## config.mk

```make
export PLATFORM = sky130hd
export DESIGN_NAME = sequential_id_allocator
export DESIGN_NICKNAME = d
export VERILOG_FILES = /design/src/hdl/sia_pkg.sv /design/src/hdl/sia_ram.sv /design/src/hdl/sequential_id_allocator.sv
export SDC_FILE = /design/constraint.sdc
export NUM_CORES = 1
export LEC_CHECK = 0
export BUFFER_PORTS_ARGS = -buffer_cell sky130_fd_sc_hd__buf_2
export CORE_MARGIN = 5
export CORE_UTILIZATION = 60
export DETAILED_ROUTE_END_ITERATION = 16
export MAX_ROUTING_LAYER = met4
export PLACE_DENSITY_LB_ADDON = 0.2
export SLEW_MARGIN = 0
export SYNTH_ARGS = -nofsm -noshare
export SYNTH_HDL_FRONTEND = slang
export SYNTH_SLANG_ARGS = --single-unit
```

## constraint.sdc

```tcl
create_clock -name clk -period 13.8 [get_ports clk]
set_input_delay 0.69 -clock clk [delete_from_list [all_inputs] [get_ports clk]]
set_output_delay 0.69 -clock clk [all_outputs]
set_load 0.005 [all_outputs]
```

## src/hdl/sia_pkg.sv

```systemverilog
package sia_pkg;

  // command codes on in_cmd
  localparam logic [1:0] CMD_LOOKUP  = 2'd0;
  localparam logic [1:0] CMD_GET     = 2'd1;
  localparam logic [1:0] CMD_REL_NUM = 2'd2;
  localparam logic [1:0] CMD_REL_ID  = 2'd3;

  // result status codes on out_status
  localparam logic [1:0] STAT_EXISTS = 2'd0;
  localparam logic [1:0] STAT_NEW    = 2'd1;
  localparam logic [1:0] STAT_NONE   = 2'd2;
  localparam logic [1:0] STAT_FULL   = 2'd3;

  // configuration register indexes
  localparam logic CFG_MIN_ID = 1'b0;
  localparam logic CFG_MAX_ID = 1'b1;

  localparam logic [31:0] MIN_ID_RESET = 32'd0;
  localparam logic [31:0] MAX_ID_RESET = 32'd16;

  // sequencer states, one-hot
  typedef enum logic [3:0] {
    S_IDLE = 4'b0001,
    S_SCAN = 4'b0010,
    S_REL  = 4'b0100,
    S_DONE = 4'b1000
  } state_t;

endpackage

```

## src/hdl/sia_ram.sv

```systemverilog
module sia_ram #(
  parameter int WIDTH = 32,
  parameter int DEPTH = 16
) (
  input  logic                                 clk,
  input  logic                                 wr_en,
  input  logic [(DEPTH > 1 ? $clog2(DEPTH) : 1)-1:0] wr_addr,
  input  logic [WIDTH-1:0]                     wr_data,
  input  logic [(DEPTH > 1 ? $clog2(DEPTH) : 1)-1:0] rd_addr,
  output logic [WIDTH-1:0]                     rd_data
);

  logic [WIDTH-1:0] mem [DEPTH];

  // one write port, one registered read port
  always_ff @(posedge clk) begin
    if (wr_en) begin
      mem[wr_addr] <= wr_data;
    end
    rd_data <= mem[rd_addr];
  end

endmodule

```

## src/hdl/sequential_id_allocator.sv

```systemverilog
// Sequential id allocator. Binds 32-bit external numbers to ids min_id + k, where k is the
// slot index. Commands: lookup (0), get or allocate the lowest free usable slot (1), release
// by number (2) and release by id (3); a full table reports status 3 and binds nothing.
// Usable slots are min(max_id - min_id, SLOTS), none when max_id <= min_id. The numbers live
// in a single-port-read RAM that a sequencer scans one slot per cycle with one shared
// comparator; commands 0 to 2 end the scan at the slot where the number is found or after
// the last slot, while release by id reads no RAM and goes straight to its result. A
// result waits in the done state while out_stall holds the previous result beat in the
// output register. in_stall is high while a command is in progress, including while its
// result waits for the output register. Every slot is free after reset with no clearing
// pass; write min_id and max_id only while the block is idle.
module sequential_id_allocator
  import sia_pkg::*;
#(
  parameter int SLOTS = 16
) (
  input  logic        clk,
  input  logic        rst_n,
  // configuration
  input  logic        cfg_we,
  input  logic        cfg_idx,
  input  logic [31:0] cfg_data,
  // commands
  input  logic        in_valid,
  output logic        in_stall,
  input  logic [1:0]  in_cmd,
  input  logic [31:0] in_number,
  input  logic [31:0] in_id,
  // results
  output logic        out_valid,
  input  logic        out_stall,
  output logic [1:0]  out_status,
  output logic [31:0] out_id_out
);

  localparam int IDX_W = (SLOTS > 1) ? $clog2(SLOTS) : 1;
  localparam int CNT_W = $clog2(SLOTS + 1);
  localparam logic [IDX_W-1:0] LAST_IDX = IDX_W'(SLOTS - 1);

  state_t             state_r, state_nxt;
  logic [31:0]        min_id_r, min_id_nxt;
  logic [31:0]        max_id_r, max_id_nxt;
  logic [SLOTS-1:0]   valid_r, valid_nxt;
  logic [1:0]         cmd_r, cmd_nxt;
  logic [31:0]        num_r, num_nxt;
  logic [31:0]        id_r, id_nxt;
  logic [CNT_W-1:0]   lim_r, lim_nxt;
  logic [IDX_W-1:0]   idx_r, idx_nxt;
  logic               free_found_r, free_found_nxt;
  logic [IDX_W-1:0]   free_idx_r, free_idx_nxt;
  logic [1:0]         res_status_r, res_status_nxt;
  logic [31:0]        res_id_r, res_id_nxt;
  logic               out_valid_r, out_valid_nxt;
  logic [1:0]         out_status_r, out_status_nxt;
  logic [31:0]        out_id_r, out_id_nxt;

  logic               ram_we;
  logic [IDX_W-1:0]   ram_waddr;
  logic [IDX_W-1:0]   ram_raddr;
  logic [31:0]        ram_rdata;

  logic               accept;
  logic [31:0]        span;
  logic [CNT_W-1:0]   lim_calc;
  logic               hit;
  logic               slot_free;
  logic [31:0]        rel_k;
  logic               rel_hit;

  sia_ram #(
    .WIDTH (32),
    .DEPTH (SLOTS)
  ) u_num_ram (
    .clk     (clk),
    .wr_en   (ram_we),
    .wr_addr (ram_waddr),
    .wr_data (num_r),
    .rd_addr (ram_raddr),
    .rd_data (ram_rdata)
  );

  assign accept = in_valid && !in_stall;
  assign in_stall = (state_r != S_IDLE);

  // usable slot count from the current registers
  assign span = max_id_r - min_id_r;
  always_comb begin
    if (max_id_r <= min_id_r) begin
      lim_calc = '0;
    end else if (span < 32'(SLOTS)) begin
      lim_calc = span[CNT_W-1:0];
    end else begin
      lim_calc = CNT_W'(SLOTS);
    end
  end

  // shared comparator on the slot whose data the RAM shows this cycle
  assign hit = valid_r[idx_r] && (ram_rdata == num_r);
  assign slot_free = !valid_r[idx_r] && (CNT_W'(idx_r) < lim_r);

  // release by id: slot index from the id
  assign rel_k = id_r - min_id_r;
  assign rel_hit = (rel_k < 32'(SLOTS)) && valid_r[rel_k[IDX_W-1:0]];

  // RAM read address leads the scan index by one
  assign ram_raddr = (state_r == S_SCAN) ? idx_r + IDX_W'(1) : '0;

  // sequencer
  always_comb begin
    state_nxt      = state_r;
    min_id_nxt     = min_id_r;
    max_id_nxt     = max_id_r;
    valid_nxt      = valid_r;
    cmd_nxt        = cmd_r;
    num_nxt        = num_r;
    id_nxt         = id_r;
    lim_nxt        = lim_r;
    idx_nxt        = idx_r;
    free_found_nxt = free_found_r;
    free_idx_nxt   = free_idx_r;
    res_status_nxt = res_status_r;
    res_id_nxt     = res_id_r;
    out_valid_nxt  = out_valid_r;
    out_status_nxt = out_status_r;
    out_id_nxt     = out_id_r;
    ram_we         = 1'b0;
    ram_waddr      = free_idx_r;

    if (cfg_we) begin
      if (cfg_idx == CFG_MIN_ID) begin
        min_id_nxt = cfg_data;
      end else begin
        max_id_nxt = cfg_data;
      end
    end

    // output register drains
    if (out_valid_r && !out_stall) begin
      out_valid_nxt = 1'b0;
    end

    case (state_r)
      S_IDLE: begin
        if (accept) begin
          cmd_nxt        = in_cmd;
          num_nxt        = in_number;
          id_nxt         = in_id;
          lim_nxt        = lim_calc;
          idx_nxt        = '0;
          free_found_nxt = 1'b0;
          state_nxt      = (in_cmd == CMD_REL_ID) ? S_REL : S_SCAN;
        end
      end
      S_SCAN: begin
        if (hit) begin
          res_status_nxt = STAT_EXISTS;
          res_id_nxt     = min_id_r + 32'(idx_r);
          if (cmd_r == CMD_REL_NUM) begin
            valid_nxt[idx_r] = 1'b0;
          end
          state_nxt = S_DONE;
        end else if (idx_r == LAST_IDX) begin
          res_status_nxt = STAT_NONE;
          res_id_nxt     = '0;
          if (cmd_r == CMD_GET) begin
            if (free_found_r || slot_free) begin
              ram_waddr               = free_found_r ? free_idx_r : idx_r;
              ram_we                  = 1'b1;
              valid_nxt[ram_waddr]    = 1'b1;
              res_status_nxt          = STAT_NEW;
              res_id_nxt              = min_id_r + 32'(ram_waddr);
            end else begin
              res_status_nxt = STAT_FULL;
            end
          end
          state_nxt = S_DONE;
        end else begin
          // remember the lowest free usable slot
          if (!free_found_r && slot_free) begin
            free_found_nxt = 1'b1;
            free_idx_nxt   = idx_r;
          end
          idx_nxt = idx_r + IDX_W'(1);
        end
      end
      S_REL: begin
        if (rel_hit) begin
          valid_nxt[rel_k[IDX_W-1:0]] = 1'b0;
          res_status_nxt = STAT_EXISTS;
          res_id_nxt     = id_r;
        end else begin
          res_status_nxt = STAT_NONE;
          res_id_nxt     = '0;
        end
        state_nxt = S_DONE;
      end
      S_DONE: begin
        // hand the result to the output register once it is free
        if (!out_valid_r || !out_stall) begin
          out_valid_nxt  = 1'b1;
          out_status_nxt = res_status_r;
          out_id_nxt     = res_id_r;
          state_nxt      = S_IDLE;
        end
      end
      default: begin
        state_nxt = S_IDLE;
      end
    endcase
  end

  // control state
  always_ff @(posedge clk) begin
    if (!rst_n) begin
      state_r     <= S_IDLE;
      min_id_r    <= MIN_ID_RESET;
      max_id_r    <= MAX_ID_RESET;
      valid_r     <= '0;
      out_valid_r <= 1'b0;
    end else begin
      state_r     <= state_nxt;
      min_id_r    <= min_id_nxt;
      max_id_r    <= max_id_nxt;
      valid_r     <= valid_nxt;
      out_valid_r <= out_valid_nxt;
    end
  end

  // payload
  always_ff @(posedge clk) begin
    cmd_r        <= cmd_nxt;
    num_r        <= num_nxt;
    id_r         <= id_nxt;
    lim_r        <= lim_nxt;
    idx_r        <= idx_nxt;
    free_found_r <= free_found_nxt;
    free_idx_r   <= free_idx_nxt;
    res_status_r <= res_status_nxt;
    res_id_r     <= res_id_nxt;
    out_status_r <= out_status_nxt;
    out_id_r     <= out_id_nxt;
  end

  assign out_valid  = out_valid_r;
  assign out_status = out_status_r;
  assign out_id_out = out_id_r;

endmodule

```

==> impl_metrics.ini <==
[synth]
yosysSeqAreaShare_pct = 62.8
synthAdderAreaFrac_pct = 2.99
synth.area.mux_share_pct = 1.88
synthSimpleGateAreaFrac_pct = 12.5
synth_ff_type = edfxtp_1
synth_top_family_by_area = compound AO/OA/AOI/OAI gates
synth_edf_count = 660
synth_cells = 2993
netlist_area_um2 = 35300
synth_compound_area_share_pct = 15.4
synthXorXnorAreaFrac_pct = 1.66
ys_ff_latch = 777
async_flop_share_pct = 0
yosysWarnings = 0
syn-num-nets = 3179
synth_cell_types = 89
avgSynthCellArea_um2 = 11.8

[timing]
finalMaxSlewViolations = 0
rsz0062_at_grt = no
finalSetupViolCount = 0
fin_skew_ns = 0.0479
tns_ns = 0
hold_viol_final = 0
worst_pin_slew_ns = 1.21
finalCriticalPeriod_ns = 4.99
fmax_mhz = 201
timing.final.crit_share_pct = 36.1
relSlewSlack_pct = 19.1

[hold_path]
whs_path_depth = 1
hp-class = in2reg
hold_start = in_number[3]
hold_path_end = num_r[3]$_DFFE_PP_

[global_routing]
antenna_found_initial = 2
grtUsageTotal_pct = 34.4
overflow = 0
grt_pass1_wl_um = 159000
grt_max_degree = 101
first_global_vias = 25000

[drt]
drc_errors = 0
wl_um = 109000
vias_per_cell = 6.64
drtIter0Drc = 2916
first_pass_iters = 6
vias = 26000
drtAntennaViolNets = 0
wl_per_cell_um = 27.9

[setup_path]
worstPathRequired_ns = 14.04
cp-start-kind = flop
rr_startpoint = idx_r[0]$_DFFE_PP_
crit_arrival_ns = 5.23
end_kind = flop
r2r-end = u_num_ram.mem[10][30]$_DFFE_PP_
crit_fanout = 32
reg2reg_depth = 7
rrSetupSlack_ns = 8.81
path_class = reg2reg

[die]
dieArea_um2 = 63800
initial_utilization_pct = 60.1
ioPinCount = 140
die_w_um = 253
core_um2 = 58700
num_rows = 89
chipHeight_um = 253

[power]
ir_drop_mv = 0.127
p_leak_nw = 13.5
p_per_area_nw_per_um2 = 145

[cells_and_area]
syn2layout_area_growth_pct = 11.7
final_util_pct = 67.2
fin_nets = 3255
drive_gt1_share_pct = 11.7

[clock_network]
clk_latency_ns = 0.65
hold_buffers = 0
cts.htree.levels = 3
cts.path.max_buffers = 3
clkTransAtPathRegs_ns = 0.06
cts_resized = 0
numCtsBuffers = 78
cts_sinks = 777
cts_setup_buffers = 0
cts-root-buf = clkbuf_16
cts_tree = built

[placed_design]
hpwl_um = 73800
io_buffers = 139
gp_congestion = 1.03

[status]
status = finished, final reports clean

[run]
maxCapViolCount = 0
## cell usage in the layout, fill, tap and decap left out, types with 67 or more instances in the layout
cell | netlist | final
ha_1 | 78 | 78
a21oi_1 | 168 | 166
buf_2 | 10 | 139
a21boi_0 | 67 | 67
a311oi_1 | 78 | 78
a211oi_1 | 80 | 80
o22ai_1 | 79 | 79
clkbuf_16 | 0 | 81
inv_1 | 76 | 74
nand3_1 | 74 | 73
dfxtp_1 | 117 | 117
o21ai_0 | 70 | 70
nor2_1 | 110 | 93
nand2_1 | 539 | 534
edfxtp_1 | 660 | 660
## worst max-delay path, stage by stage, from the launching register on
cell      delay [ns]
edfxtp_1        0.56
mux4_2          0.55
mux4_2          0.54
o21ba_2         0.32
o211ai_4        0.17
nor3_1          0.86
nand3_1         0.51
nor2_4          1.06
## metal layers
metal / up-vias / GRT usage [%] / wire [um]
met4: 0 / 15.5 / 6050
met3: 270 / 4.51 / 9040
met1: 12800 / 44.1 / 41300
met2: 1458 / 55.5 / 52800
li1: 11500 / - / -
met5: - / - / 0
## logic make-up after synthesis
family	Yosys count
AO/OA/AOI/OAI	796
XOR/XNOR	66
adder cells (fa/ha/maj)	82
buffers and inverters	254
flip-flops	777
multiplexers	53
AND/OR/NAND/NOR	965
## state kept, by name (all words and copies together) (netlist names)
signal,cells
idx_r,4
free_found_r,1
num_r,32
lim_r,5
state_r,4
out_id_out,32
max_id_r,32
free_idx_r,4
u_num_ram.rd_data,32
res_status_r,2
out_status,2
min_id_r,32
valid_r,16
u_num_ram.mem,512
out_valid,1
res_id_r,32
cmd_r,2
id_r,32
## report_power, final
part           internal, mW  total [mW]  switching, mW  leakage, nW
combinational         0.244       0.725          0.481         5.30
clock                  1.29        2.22          0.926         1.32
sequential             2.65        2.77          0.121         6.92
total                  4.19        5.71           1.53         13.5
## synth_stat cells, types with 17 or more instances
cell        n  share of area [%]
nand2_1   539                5.7
edfxtp_1  660                 56
dfxtp_1   117                6.6
o21ai_1    18               0.26
a31oi_1    66                1.2
o21ai_0    70               0.99
ha_1       78                2.8
nor3_1     36               0.51
mux2i_1    38                1.1
nand4_1    37               0.66
a311oi_1   78                1.9
xnor2_1    56                1.4
nor4_1     20               0.35
and2_1     60                1.1
nor2_1    110                1.2
a211oi_1   80                1.7
and3_1     17               0.30
inv_1      76               0.81
a21boi_0   67                1.4
a21oi_1   168                2.4
o21a_1     22               0.47
o22ai_1    79                1.4
nand3_1    74                1.0
o221ai_1   19               0.47
a21o_1     29               0.62
clkbuf_1  156                1.7
## cell type report
| type | instances | area, um^2 |
|---|---|---|
| Sequential cell | 777 | 22200 |
| Clock inverter | 47 | 592 |
| Antenna cell | 2 | 5.00 |
| Fill cell | 4127 | 19300 |
| Multi-Input combinational cell | 1962 | 12300 |
| Timing Repair Buffer | 171 | 936 |
| Clock buffer | 99 | 2140 |
| Tap cell | 773 | 967 |
| Inverter | 79 | 298 |
## worst max path at each step
stage / from / endpoint / slack, ns / depth (start not counted)
after detailed placement: idx_r[0]$_DFFE_PP_ / u_num_ram.mem[10][14]$_DFFE_PP_ / 8.94 / 10
after CTS: idx_r[0]$_DFFE_PP_ / u_num_ram.mem[10][30]$_DFFE_PP_ / 8.87 / 7
after global routing: idx_r[0]$_DFFE_PP_ / u_num_ram.mem[10][30]$_DFFE_PP_ / 8.57 / 10
final: idx_r[0]$_DFFE_PP_ / u_num_ram.mem[10][30]$_DFFE_PP_ / 8.81 / 7
after floorplan: idx_r[0]$_DFFE_PP_ / u_num_ram.mem[11][0]$_DFFE_PP_ / 9.47 / 8
after global placement: idx_r[0]$_DFFE_PP_ / u_num_ram.mem[10][30]$_DFFE_PP_ / 9.00 / 10
## stage by stage
stage               setup slack (ns)  hold slack, ns  instance area (um^2)  cells  power [mW]
CTS                             8.87           0.182                 39400   3908        5.71
floorplan                       9.47           0.400                 35300   2993        3.24
detailed placement              8.94           0.405                 36700   3762        3.53
global route                    8.57           0.183                 39400   3910        5.89
finish                          8.81           0.210                 39400   3910        5.71
global placement                9.00           0.401                 36700   3762        3.52
Power figures use the tool's default switching activity.
